`config.mk`:
```
export PLATFORM = sky130hd
export DESIGN_NAME = remote_frame_deframer_unit_flat
export DESIGN_NICKNAME = d
export VERILOG_FILES = /design/src/rtl/rfd_pkg.sv /design/src/rtl/rfd_if.sv /design/src/rtl/rfd_cell.sv /design/src/rtl/rfd_crc.sv /design/src/rtl/remote_frame_deframer_unit.sv /design/src/flat_wrapper.sv
export SDC_FILE = /design/constraint.sdc
export NUM_CORES = 1
export LEC_CHECK = 0
export ABC_AREA = 1
export BUFFER_PORTS_ARGS = -buffer_cell sky130_fd_sc_hd__buf_4
export CAP_MARGIN = 20
export CORE_UTILIZATION = 35
export CTS_CLUSTER_DIAMETER = 30
export DETAILED_ROUTE_END_ITERATION = 10
export PLACE_DENSITY_LB_ADDON = 0.3
export SYNTH_ARGS = -nofsm -noshare
export SYNTH_HDL_FRONTEND = slang
export SYNTH_SLANG_ARGS = --single-unit
```
`constraint.sdc`:
```
create_clock -name clk_i -period 19.53 [get_ports clk_i]
set_input_delay 1.953 -clock clk_i [delete_from_list [all_inputs] [get_ports clk_i]]
set_output_delay 1.953 -clock clk_i [all_outputs]
set_load 0.005 [all_outputs]
```
`src/rtl/rfd_pkg.sv`:
```
// Shared constants and types of the remote frame deframer.
package rfd_pkg;

  localparam logic [7:0]  HDR0         = 8'hA9;
  localparam logic [7:0]  HDR1         = 8'h53;
  localparam logic [15:0] CRC_POLY_MSB = 16'h1021;
  localparam logic [15:0] CRC_POLY_LSB = 16'h8408;
  localparam logic [15:0] CRC_INIT     = 16'hFFFF;
  localparam logic [10:0] CENTER_RESET = 11'd1024;

  typedef enum logic [1:0] {
    ST_IDLE,
    ST_SCAN,
    ST_CRC,
    ST_CHECK
  } rfd_state_e;

  typedef struct packed {
    logic shift;
    logic wr;
  } cell_ctrl_t;

endpackage

```
`src/rtl/rfd_if.sv`:
```
// Channel interfaces of the remote frame deframer: byte input, config write, result.
interface rfd_byte_if;
  logic       valid;
  logic       ready;
  logic [7:0] rx_byte;
  modport source (output valid, output rx_byte, input ready);
  modport sink (input valid, input rx_byte, output ready);
endinterface

interface rfd_cfg_if;
  logic        valid;
  logic        ready;
  logic [10:0] channel_center;
  modport source (output valid, output channel_center, input ready);
  modport sink (input valid, input channel_center, output ready);
endinterface

interface rfd_res_if;
  logic               valid;
  logic               ready;
  logic               status;
  logic signed [11:0] right_x;
  logic signed [11:0] right_y;
  logic signed [11:0] left_y;
  logic signed [11:0] left_x;
  logic signed [11:0] dial_pos;
  logic [8:0]         buttons;
  logic signed [15:0] mouse_dx;
  logic signed [15:0] mouse_dy;
  logic signed [15:0] mouse_wheel;
  logic [15:0]        keys;
  logic [31:0]        count;
  modport source (output valid, output status, output right_x, output right_y,
                  output left_y, output left_x, output dial_pos, output buttons,
                  output mouse_dx, output mouse_dy, output mouse_wheel, output keys,
                  output count, input ready);
  modport sink (input valid, input status, input right_x, input right_y,
                input left_y, input left_x, input dial_pos, input buttons,
                input mouse_dx, input mouse_dy, input mouse_wheel, input keys,
                input count, output ready);
endinterface

```
`src/rtl/rfd_cell.sv`:
```
// One byte cell of the frame window chain.
module rfd_cell import rfd_pkg::*; (
  input  logic       clk_i,
  input  cell_ctrl_t ctrl_i,
  input  logic [7:0] nbr_i,
  input  logic [7:0] byte_i,
  output logic [7:0] data_o
);

  logic [7:0] data_q;
  logic [7:0] data_d;

  always_comb begin
    if (ctrl_i.shift) begin
      data_d = nbr_i;
    end else if (ctrl_i.wr) begin
      data_d = byte_i;
    end else begin
      data_d = data_q;
    end
  end

  always_ff @(posedge clk_i) begin
    data_q <= data_d;
  end

  assign data_o = data_q;

endmodule

```
`src/rtl/rfd_crc.sv`:
```
// Byte-serial CRC accumulator, normal and reflected CCITT forms side by side.
module rfd_crc import rfd_pkg::*; (
  input  logic        clk_i,
  input  logic        init_i,
  input  logic        en_i,
  input  logic [7:0]  byte_i,
  output logic [15:0] crc_msb_o,
  output logic [15:0] crc_lsb_o
);

  logic [15:0] msb_q, msb_d;
  logic [15:0] lsb_q, lsb_d;

  function automatic logic [15:0] step_msb(input logic [15:0] c, input logic [7:0] b);
    logic [15:0] r;
    r = c ^ {b, 8'h00};
    for (int i = 0; i < 8; i++) begin
      r = r[15] ? ({r[14:0], 1'b0} ^ CRC_POLY_MSB) : {r[14:0], 1'b0};
    end
    return r;
  endfunction

  function automatic logic [15:0] step_lsb(input logic [15:0] c, input logic [7:0] b);
    logic [15:0] r;
    r = c ^ {8'h00, b};
    for (int i = 0; i < 8; i++) begin
      r = r[0] ? ({1'b0, r[15:1]} ^ CRC_POLY_LSB) : {1'b0, r[15:1]};
    end
    return r;
  endfunction

  always_comb begin
    msb_d = msb_q;
    lsb_d = lsb_q;
    if (init_i) begin
      msb_d = CRC_INIT;
      lsb_d = CRC_INIT;
    end else if (en_i) begin
      msb_d = step_msb(msb_q, byte_i);
      lsb_d = step_lsb(lsb_q, byte_i);
    end
  end

  always_ff @(posedge clk_i) begin
    msb_q <= msb_d;
    lsb_q <= lsb_d;
  end

  assign crc_msb_o = msb_q;
  assign crc_lsb_o = lsb_q;

endmodule

```
`src/rtl/remote_frame_deframer_unit.sv`:
```
// Top level of the remote frame deframer: byte cell chain, CRC unit and sequencer.
//
//   channel  dir  signals                          meaning
//   rx_i     in   valid ready rx_byte              one received byte per transfer
//   cfg_i    in   valid ready channel_center       channel center register write
//   res_o    out  valid ready status..count        one result per checked frame
//
// A byte that does not complete a frame is written into the chain and checked for a
// header; when it breaks a header pair, one byte is also dropped.
// A full frame rotates once around the cell chain to feed the CRC unit and is then
// compared in ST_CHECK; a failed frame then shifts the chain one byte per cycle to
// the next header or down to the last byte.
// Reset clears the fill count, counters, last fields and the center to 1024.
// A result waits in its output register; only a next check stalls on a full one.
module remote_frame_deframer_unit import rfd_pkg::*; #(
  parameter int FRAME_BYTES = 21
) (
  input  logic clk_i,
  input  logic rst_ni,
  rfd_byte_if.sink   rx_i,
  rfd_cfg_if.sink    cfg_i,
  rfd_res_if.source  res_o
);

  localparam int FillW = $clog2(FRAME_BYTES + 1);
  localparam int CntW  = $clog2(FRAME_BYTES);

  rfd_state_e state_q, state_d;
  logic [FillW-1:0] fill_q, fill_d;
  logic [CntW-1:0]  cnt_q, cnt_d;
  logic [7:0]  lo_q, hi_q;
  logic [10:0] center_q;
  logic [31:0] good_q, bad_q;

  logic [7:0] cell_data [FRAME_BYTES];
  logic [8*FRAME_BYTES-1:0] win;
  logic shift, wr_en, crc_init, crc_en, load_good, load_bad;
  logic [15:0] crc_msb, crc_lsb;

  for (genvar k = 0; k < FRAME_BYTES; k++) begin : g_cell
    localparam int Nxt = (k + 1) % FRAME_BYTES;
    cell_ctrl_t ctrl;
    assign ctrl.shift = shift;
    assign ctrl.wr    = wr_en && (fill_q == FillW'(k));
    rfd_cell u_cell (
      .clk_i  (clk_i),
      .ctrl_i (ctrl),
      .nbr_i  (cell_data[Nxt]),
      .byte_i (rx_i.rx_byte),
      .data_o (cell_data[k])
    );
    assign win[8*k +: 8] = cell_data[k];
  end

  rfd_crc u_crc (
    .clk_i     (clk_i),
    .init_i    (crc_init),
    .en_i      (crc_en),
    .byte_i    (cell_data[0]),
    .crc_msb_o (crc_msb),
    .crc_lsb_o (crc_lsb)
  );

  logic head_hdr, frame_ok, out_free;
  logic [15:0] le, be;

  assign head_hdr = (cell_data[0] == HDR0) && (cell_data[1] == HDR1);
  assign le       = {hi_q, lo_q};
  assign be       = {lo_q, hi_q};
  assign frame_ok = (crc_msb == le) || (crc_msb == be) || (crc_lsb == le) || (crc_lsb == be);

  // Decoded fields sit at fixed bit positions of the window, LSB first.
  logic signed [11:0] dec_stick [5];
  logic [10:0] raw [5];
  logic [8:0]  dec_buttons;

  assign raw[0] = win[26:16];
  assign raw[1] = win[37:27];
  assign raw[2] = win[48:38];
  assign raw[3] = win[59:49];
  assign raw[4] = win[75:65];

  always_comb begin
    for (int k = 0; k < 5; k++) begin
      dec_stick[k] = $signed({1'b0, raw[k]} - {1'b0, center_q});
    end
  end

  assign dec_buttons = {win[133:132] == 2'b01, win[131:130] == 2'b01,
                        win[129:128] == 2'b01, win[76], win[64], win[63], win[62],
                        win[61:60]};

  logic out_valid_q;
  assign out_free = !out_valid_q || res_o.ready;

  always_comb begin
    state_d   = state_q;
    fill_d    = fill_q;
    cnt_d     = cnt_q;
    shift     = 1'b0;
    wr_en     = 1'b0;
    crc_init  = 1'b0;
    crc_en    = 1'b0;
    load_good = 1'b0;
    load_bad  = 1'b0;
    case (state_q)
      ST_IDLE: begin
        if (rx_i.valid) begin
          wr_en   = 1'b1;
          fill_d  = fill_q + 1'b1;
          state_d = ST_SCAN;
        end
      end
      ST_SCAN: begin
        if (fill_q < FillW'(2)) begin
          state_d = ST_IDLE;
        end else if (!head_hdr) begin
          // Dropping one byte at a time stops at the next header or at the last byte.
          shift  = 1'b1;
          fill_d = fill_q - 1'b1;
        end else if (fill_q == FillW'(FRAME_BYTES)) begin
          crc_init = 1'b1;
          cnt_d    = '0;
          state_d  = ST_CRC;
        end else begin
          state_d = ST_IDLE;
        end
      end
      ST_CRC: begin
        // A full rotation leaves the window in its original order.
        shift  = 1'b1;
        crc_en = cnt_q < CntW'(FRAME_BYTES - 2);
        cnt_d  = cnt_q + 1'b1;
        if (cnt_q == CntW'(FRAME_BYTES - 1)) begin
          state_d = ST_CHECK;
        end
      end
      ST_CHECK: begin
        if (out_free) begin
          if (frame_ok) begin
            load_good = 1'b1;
            fill_d    = '0;
            state_d   = ST_IDLE;
          end else begin
            load_bad = 1'b1;
            shift    = 1'b1;
            fill_d   = fill_q - 1'b1;
            state_d  = ST_SCAN;
          end
        end
      end
      default: state_d = ST_IDLE;
    endcase
  end

  always_ff @(posedge clk_i or negedge rst_ni) begin
    if (!rst_ni) begin
      state_q <= ST_IDLE;
      fill_q  <= '0;
      cnt_q   <= '0;
    end else begin
      state_q <= state_d;
      fill_q  <= fill_d;
      cnt_q   <= cnt_d;
    end
  end

  always_ff @(posedge clk_i) begin
    if (state_q == ST_CRC && cnt_q == CntW'(FRAME_BYTES - 2)) begin
      lo_q <= cell_data[0];
    end
    if (state_q == ST_CRC && cnt_q == CntW'(FRAME_BYTES - 1)) begin
      hi_q <= cell_data[0];
    end
  end

  always_ff @(posedge clk_i or negedge rst_ni) begin
    if (!rst_ni) begin
      center_q <= CENTER_RESET;
    end else if (cfg_i.valid) begin
      center_q <= cfg_i.channel_center;
    end
  end

  assign cfg_i.ready = 1'b1;
  assign rx_i.ready  = (state_q == ST_IDLE);

  logic signed [11:0] last_stick_q [5];
  logic [8:0]  last_buttons_q;
  logic [15:0] last_dx_q, last_dy_q, last_wheel_q, last_keys_q;
  logic        out_status_q;
  logic [31:0] out_count_q;
  logic signed [11:0] out_stick_q [5];
  logic [8:0]  out_buttons_q;
  logic [15:0] out_dx_q, out_dy_q, out_wheel_q, out_keys_q;

  always_ff @(posedge clk_i or negedge rst_ni) begin
    if (!rst_ni) begin
      good_q         <= '0;
      bad_q          <= '0;
      last_buttons_q <= '0;
      last_dx_q      <= '0;
      last_dy_q      <= '0;
      last_wheel_q   <= '0;
      last_keys_q    <= '0;
      out_valid_q    <= 1'b0;
      for (int k = 0; k < 5; k++) begin
        last_stick_q[k] <= '0;
      end
    end else begin
      if (out_valid_q && res_o.ready) begin
        out_valid_q <= 1'b0;
      end
      if (load_good) begin
        good_q         <= good_q + 32'd1;
        last_buttons_q <= dec_buttons;
        last_dx_q      <= win[95:80];
        last_dy_q      <= win[111:96];
        last_wheel_q   <= win[127:112];
        last_keys_q    <= win[151:136];
        for (int k = 0; k < 5; k++) begin
          last_stick_q[k] <= dec_stick[k];
        end
        out_valid_q <= 1'b1;
      end
      if (load_bad) begin
        bad_q       <= bad_q + 32'd1;
        out_valid_q <= 1'b1;
      end
    end
  end

  always_ff @(posedge clk_i) begin
    if (load_good) begin
      out_status_q  <= 1'b0;
      out_count_q   <= good_q + 32'd1;
      out_buttons_q <= dec_buttons;
      out_dx_q      <= win[95:80];
      out_dy_q      <= win[111:96];
      out_wheel_q   <= win[127:112];
      out_keys_q    <= win[151:136];
      for (int k = 0; k < 5; k++) begin
        out_stick_q[k] <= dec_stick[k];
      end
    end else if (load_bad) begin
      out_status_q  <= 1'b1;
      out_count_q   <= bad_q + 32'd1;
      out_buttons_q <= last_buttons_q;
      out_dx_q      <= last_dx_q;
      out_dy_q      <= last_dy_q;
      out_wheel_q   <= last_wheel_q;
      out_keys_q    <= last_keys_q;
      for (int k = 0; k < 5; k++) begin
        out_stick_q[k] <= last_stick_q[k];
      end
    end
  end

  assign res_o.valid       = out_valid_q;
  assign res_o.status      = out_status_q;
  assign res_o.right_x     = out_stick_q[0];
  assign res_o.right_y     = out_stick_q[1];
  assign res_o.left_y      = out_stick_q[2];
  assign res_o.left_x      = out_stick_q[3];
  assign res_o.dial_pos    = out_stick_q[4];
  assign res_o.buttons     = out_buttons_q;
  assign res_o.mouse_dx    = $signed(out_dx_q);
  assign res_o.mouse_dy    = $signed(out_dy_q);
  assign res_o.mouse_wheel = $signed(out_wheel_q);
  assign res_o.keys        = out_keys_q;
  assign res_o.count       = out_count_q;

endmodule

```
`src/flat_wrapper.sv`:
```
// flat-port wrapper written by rule: the top's interface ports become plain ports
module remote_frame_deframer_unit_flat import rfd_pkg::*;
#(
  parameter int FRAME_BYTES = 21
)
  (clk_i, rst_ni, rx_i_valid, rx_i_rx_byte, rx_i_ready, cfg_i_valid, cfg_i_channel_center, cfg_i_ready, res_o_valid, res_o_status, res_o_right_x, res_o_right_y, res_o_left_y, res_o_left_x, res_o_dial_pos, res_o_buttons, res_o_mouse_dx, res_o_mouse_dy, res_o_mouse_wheel, res_o_keys, res_o_count, res_o_ready);
  rfd_byte_if rx_i_i ();
  rfd_cfg_if cfg_i_i ();
  rfd_res_if res_o_i ();
  input  logic clk_i;
  input  logic rst_ni;
  input wire logic [$bits(rx_i_i.valid)-1:0] rx_i_valid;
  input wire logic [$bits(rx_i_i.rx_byte)-1:0] rx_i_rx_byte;
  output wire logic [$bits(rx_i_i.ready)-1:0] rx_i_ready;
  input wire logic [$bits(cfg_i_i.valid)-1:0] cfg_i_valid;
  input wire logic [$bits(cfg_i_i.channel_center)-1:0] cfg_i_channel_center;
  output wire logic [$bits(cfg_i_i.ready)-1:0] cfg_i_ready;
  output wire logic [$bits(res_o_i.valid)-1:0] res_o_valid;
  output wire logic [$bits(res_o_i.status)-1:0] res_o_status;
  output wire logic [$bits(res_o_i.right_x)-1:0] res_o_right_x;
  output wire logic [$bits(res_o_i.right_y)-1:0] res_o_right_y;
  output wire logic [$bits(res_o_i.left_y)-1:0] res_o_left_y;
  output wire logic [$bits(res_o_i.left_x)-1:0] res_o_left_x;
  output wire logic [$bits(res_o_i.dial_pos)-1:0] res_o_dial_pos;
  output wire logic [$bits(res_o_i.buttons)-1:0] res_o_buttons;
  output wire logic [$bits(res_o_i.mouse_dx)-1:0] res_o_mouse_dx;
  output wire logic [$bits(res_o_i.mouse_dy)-1:0] res_o_mouse_dy;
  output wire logic [$bits(res_o_i.mouse_wheel)-1:0] res_o_mouse_wheel;
  output wire logic [$bits(res_o_i.keys)-1:0] res_o_keys;
  output wire logic [$bits(res_o_i.count)-1:0] res_o_count;
  input wire logic [$bits(res_o_i.ready)-1:0] res_o_ready;
  assign rx_i_i.valid = rx_i_valid;
  assign rx_i_i.rx_byte = rx_i_rx_byte;
  assign rx_i_ready = rx_i_i.ready;
  assign cfg_i_i.valid = cfg_i_valid;
  assign cfg_i_i.channel_center = cfg_i_channel_center;
  assign cfg_i_ready = cfg_i_i.ready;
  assign res_o_valid = res_o_i.valid;
  assign res_o_status = res_o_i.status;
  assign res_o_right_x = res_o_i.right_x;
  assign res_o_right_y = res_o_i.right_y;
  assign res_o_left_y = res_o_i.left_y;
  assign res_o_left_x = res_o_i.left_x;
  assign res_o_dial_pos = res_o_i.dial_pos;
  assign res_o_buttons = res_o_i.buttons;
  assign res_o_mouse_dx = res_o_i.mouse_dx;
  assign res_o_mouse_dy = res_o_i.mouse_dy;
  assign res_o_mouse_wheel = res_o_i.mouse_wheel;
  assign res_o_keys = res_o_i.keys;
  assign res_o_count = res_o_i.count;
  assign res_o_i.ready = res_o_ready;
  remote_frame_deframer_unit #(.FRAME_BYTES(FRAME_BYTES)) u_core (.clk_i(clk_i), .rst_ni(rst_ni), .rx_i(rx_i_i), .cfg_i(cfg_i_i), .res_o(res_o_i));
endmodule
```
Word-level counts from Yosys, hierarchy flattened --
Memories as Yosys holds them, arrays and structs flattened. Index checks and enable logic that the tools add are counted.
Operators by class: mux-type cells 117, reduce and logical (&&, ||, !) cells 60, shift operators 0, $mul 0, bitwise operators 23, magnitude comparators 2, $add $sub $neg 10, divide/modulo/power cells 0, equality and inequality tests 43
Operators with widths (number):
- two-way mux 8 bit | 42
- two-way mux 16 bit | 16
- two-way mux 13 bit | 8
- adder 32 x 1 -> 32 bit, second input constant | 2
- == test 16 bit | 4
- two-way mux 32 bit | 2
- two-way mux 12 bit | 5
- subtractor 11 x 11 -> 12 bit | 5
- nonzero test 2 bit | 23
- == test 5 x 4 -> 1 bit, second input constant | 8
- == test 5 bit, second input constant | 8
- two-way mux 5 bit | 8
- logical AND 1 bit | 25
- two-way mux 1 bit | 24
- NOT 2 -> 3 bit | 8
- NOT 3 bit | 8
- == test 5 x 3 -> 1 bit, second input constant | 4
- two-way mux 9 bit | 2
- XOR 16 bit | 1
- XOR 16 x 8 -> 16 bit | 1
- case mux 5 bit (3 select lines) | 1
- two-way mux 2 bit | 6
- adder 5 x 1 -> 5 bit, second input constant | 2
- == test 5 x 2 -> 1 bit, second input constant | 2
- other kinds (22) | 40
Storage, ports and cells: latch bits 0, output and inout bits 169, input bits 24, bits in read-only memories 0, RAM bits 60, flip-flop bits (word level) 543, memories kept 1
Memories:
- u_core.out_stick_q | words 5, width 12, rd ports 5, clocked after Yosys merged registers in 0, write ports 5, RTL line remote_frame_deframer_unit.sv:193 | logic signed [11:0] out_stick_q [5];

Logic depth before layout (Yosys ltp) --
word-level depth 17, mapped depth 15

Modules after synthesis --
A second synthesis with hierarchy kept.
Second synthesis, totals: cells, all modules 3391, area total of the unflattened synthesis 29518.3 um2
By module, submodules not included:
- remote_frame_deframer_unit | seq. area each 10986.8 um2, cells each 2336, area an instance 20204.4 um2, times used 1
- rfd_cell | seq. area each 240.2 um2, cells each 35, area an instance 351.6 um2, times used 21
- rfd_crc | seq. area each 640.6 um2, cells each 320, area an instance 1930.6 um2, times used 1

Worst setup path before layout --
Ideal clock, no wire load.
path type input to register, start input res_o_ready, end register u_core.g_cell[1].u_cell.data_q[0], enable pin, data required time 19154 ps, data arrival time 10061 ps, stages on the path 6, slack 9093 ps, library setup time 376 ps, path through nor2_1 > nor2_1 > nand2_4 > buf_4 > buf_2 > o211ai_1
Between the ends: word-level cells in the longest chain between the ends 4
RTL lines:
- start, declared | RTL line flat_wrapper.sv:31 | input wire logic [$bits(res_o_i.ready)-1:0] res_o_ready;
- logical OR 1 bit | RTL line remote_frame_deframer_unit.sv:94 | assign out_free = !out_valid_q || res_o.ready;
- two-way mux 1 bit | RTL line remote_frame_deframer_unit.sv:139 | if (out_free) begin
- case mux 1 bit (3 select lines) | RTL line remote_frame_deframer_unit.sv:106 | case (state_q)
- nonzero test 2 bit (no line)
- end signal, assigned | RTL line rfd_cell.sv:24 | data_q <= data_d;
- end, declared | RTL line rfd_cell.sv:10 | logic [7:0] data_q;
No other way between the ends. A chain may end at the register's enable or synchronous reset.

Worst setup path after layout --
start input res_o_ready, end register u_core.last_stick_q[26] (netlist name)
Between the ends: word-level cells in the longest chain between the ends 3
RTL lines:
- logical OR 1 bit | RTL line remote_frame_deframer_unit.sv:94
- two-way mux 1 bit | RTL line remote_frame_deframer_unit.sv:139
- two-way mux 1 bit | RTL line remote_frame_deframer_unit.sv:106
- end signal, assigned by index | RTL line remote_frame_deframer_unit.sv:222 | last_stick_q[k] <= dec_stick[k];
- end, declared | RTL line remote_frame_deframer_unit.sv:188 | logic signed [11:0] last_stick_q [5];
No other way between the ends.

==> flow_metrics.py <==
metrics = {
    "cells_and_area": {
        "layout.cells.non_filler": 4478,
        "n_fill_cell": 7558,
        "drive_gt1_frac": 0.1396,
        "synthToLayoutAreaGrowth_pct": 25.10,
        "fin_nets": 3393,
    },
    "global_route": {
        "grt_pass1_wl_um": 117300,
        "grt_max_degree": 167,
        "grt_use_total": 0.1844,
        "overflow": 0,
        "grt_pass1_vias": 20830,
        "antenna_found_initial": 1,
    },
    "route": {
        "wl_per_cell_um": 16.91,
        "wl_um": 75740,
        "final_antenna_net_count": 0,
        "detail_route.vias_per_cell": 4.758,
        "first_pass_iters": 5,
        "drc": 0,
        "dr.first_iter.drc_count": 1696,
        "via_count": 21310,
    },
    "flow_run": {
        "max-cap-violations": 0,
    },
    "clocking": {
        "root_buffer": "clkbuf_16",
        "cts_tree": "built",
        "clk_pin_slew_worst_paths_ns": 0.04,
        "clock_latency_ns": 0.73,
        "cts_setup_buffers": 0,
        "cts_num_sinks": 603,
        "cts_buffer_depth": 3,
        "cts_hold_buf": 0,
        "numCtsBuffers": 138,
        "htree_levels": 4,
        "ctsResizeCount": 0,
    },
    "logic_synthesis": {
        "synth_area_per_cell_um2": 9.303,
        "synth_cell_types": 46,
        "synth_flop_cell": "edfxtp_1",
        "synth_fp_nets": 3159,
        "synthCells": 3065,
        "synth_edf_count": 349,
        "syn_area_um2": 28510,
        "synthArstFlopShare": 0.3665,
        "seq_area_frac_synth": 0.5847,
        "yosys_warnings": 0,
        "synth-seq-cells": 603,
    },
    "sta": {
        "drv_slew": 0,
        "tightest_slew_ns": 1.441,
        "max_freq_mhz": 211.0,
        "maxSlewHeadroom": 0.03940,
        "setup_violations": 0,
        "finalWorstSetupSlack_ns": 14.79,
        "fin_tns_setup_ns": 0,
        "clock_skew_ns": 0.04340,
        "rsz0062_at_grt": "no",
        "fin_crit_ns": 4.739,
        "hold_viol": 0,
        "timing.final.crit_share": 0.2426,
        "fin_hold_ws_ns": 0.4679,
    },
    "pwr": {
        "power_mw": 6.187,
        "ir_drop_mv": 0.09564,
        "p_leak_nw": 16.51,
        "power.density_nw_per_um2": 173.5,
    },
    "critical_path": {
        "end_kind": "register",
        "reg2reg_to": "u_core.out_stick_q[0][44]",
        "cp_data_arrival_time_ns": 5.28,
        "cp-start-kind": "input pin",
        "ff2ff_setup_slack_ns": 15.55,
        "timing.reg2reg.worst_path_depth": 8,
        "worstPathMaxFanout": 93,
        "timing.rr.start": "u_core.state_q[0]",
        "path_class": "input pin to register",
        "worstPathRequired_ns": 20.07,
    },
    "die": {
        "core_um2": 80550,
        "num_io_pins": 193,
        "die_y_um": 287.4,
        "dieWidth_um": 287.4,
        "dieArea_um2": 82610,
        "start_util": 0.3540,
        "rows": 104,
    },
    "placed_design": {
        "dp_cells": 4219,
        "numPortBuffers": 191,
        "dp_slack_ns": 13.76,
        "dp_hpwl_um": 51210,
        "routabilityCongestion": 0.8848,
    },
    "hold_path": {
        "min_path_cells": 2,
        "min_path_type": "register to register",
        "worstHoldStart": "u_core.last_dy_q[14]",
        "min_to": "u_core.last_dy_q[14]",
    },
    "outcome": {
        "status": "finished, final reports clean",
    },
}
worst max-delay path, stage by stage:
cell     delay, ns
buf_4         0.13
nor2_1        0.41
inv_1         0.16
nand3_4       0.12
buf_4         0.61
buf_4         0.77
buf_4         0.75
o21ai_0       0.21
per-stage QoR:
stage	instance area, um2	util
floorplan	28510	-
detailed placement	30740	0.3816
global placement	30710	0.3813
finish	35670	0.4428
global route	35670	0.4428
CTS	35670	0.4428
power breakdown:
group          switching, mW  internal [mW]  leakage, nW  total (mW)
logic                   1.19          0.529         7.51        1.72
clock network          0.767           1.63         2.36        2.40
registers              0.212           1.86         6.64        2.07
cell families after synthesis:
kind of cell             count (synthesis)  share of synthesized area
XOR/XNOR                               144                    0.04423
AO/OA/AOI/OAI                          288                    0.05687
other                                    1                  0.0001315
adder cells (fa/ha/maj)                 70                    0.03203
flip-flops                             603                     0.5847
AND/OR/NAND/NOR                       1644                     0.2294
multiplexers                             1                  0.0003949
buffers and inverters                  314                    0.05222
how the worst max path moves through the flow:
| stage | start | endpoint | slack [ns] | cells past startpoint |
|---|---|---|---|---|
| 6_report | res_o_ready | u_core.last_stick_q[26] | 14.79 | 8 |
| 5_1_grt | res_o_ready | u_core.out_stick_q[0][20] | 14.42 | 9 |
| 4_1_cts | res_o_ready | u_core.out_stick_q[0][44] | 14.49 | 9 |
| 3_5_place_dp | res_o_ready | u_core.out_stick_q[0][44] | 13.76 | 9 |
| 3_3_place_gp | res_o_ready | u_core.out_stick_q[0][8] | 13.90 | 9 |
| 2_1_floorplan | res_o_ready | u_core.g_cell[1].u_cell.data_o[0] | 9.09 | 6 |
cell type report:
cell class	instances	area [um2]	area share
Inverter	201	757.0	0.02122
Multi-Input combinational cell	2148	10390	0.2912
Sequential cell	603	16670	0.4674
Timing Repair Buffer	207	1594	0.04469
Clock buffer	180	3784	0.1061
Antenna cell	1	2.502	0.00007016
Clock inverter	78	1146	0.03213
Tap cell	1060	1326	0.03718
per-layer routing:
metal,share of wire,GRT usage
met5,0,0
met4,0.022,0.06609
met3,0.053,0.03611
met2,0.47,0.2944
met1,0.46,0.2483
cell usage in the layout (no fill, tap or decap), drive strengths merged, types with 6 or more instances in the layout:
cell      netlist  routed
xor2           88      88
buf            84     207
dfxtp          33      33
o211ai         48      48
a211oi         10      10
nand2        1348    1348
nand4          19      19
a21oi          57      57
nor4            6       6
nor3           50      50
inv           201     210
clkinv          0      38
xnor2          56      56
ha             65      65
nand3          90      90
bufinv          0      19
nor2          119     119
clkinvlp        0      12
o21ai         163     163
clkbuf         29     180
dfrtp         220     220
edfxtp        349     349
synth_stat cells (19+ instances only):
cell | count | area, um2
dfxtp_1 | 33 | 660.6
dfrtp_1 | 220 | 5505
buf_2 | 31 | 155.2
nand4_1 | 19 | 118.9
xor2_1 | 88 | 770.7
ha_1 | 65 | 813.3
o21ai_1 | 35 | 175.2
buf_4 | 33 | 247.7
nor3_1 | 49 | 245.2
clkbuf_1 | 28 | 105.1
inv_1 | 183 | 686.9
a21oi_1 | 56 | 280.3
edfxtp_1 | 349 | 10480
nand3_1 | 81 | 405.4
o21ai_0 | 128 | 640.6
o211ai_1 | 48 | 360.4
xnor2_1 | 56 | 490.5
nand2_1 | 1346 | 5052
nor2_1 | 114 | 427.9
registers in the layout, summed over array words and instances, names as in the netlist, 32 cells and up, named ones only:
register / count
u_core.g_cell.u_cell.data_o: 168
u_core.last_stick_q: 60
u_core.out_stick_q: 60
u_core.bad_q: 32
u_core.good_q: 32
u_core.res_o.count: 32
Note: power is estimated with default switching activity, not from simulation.
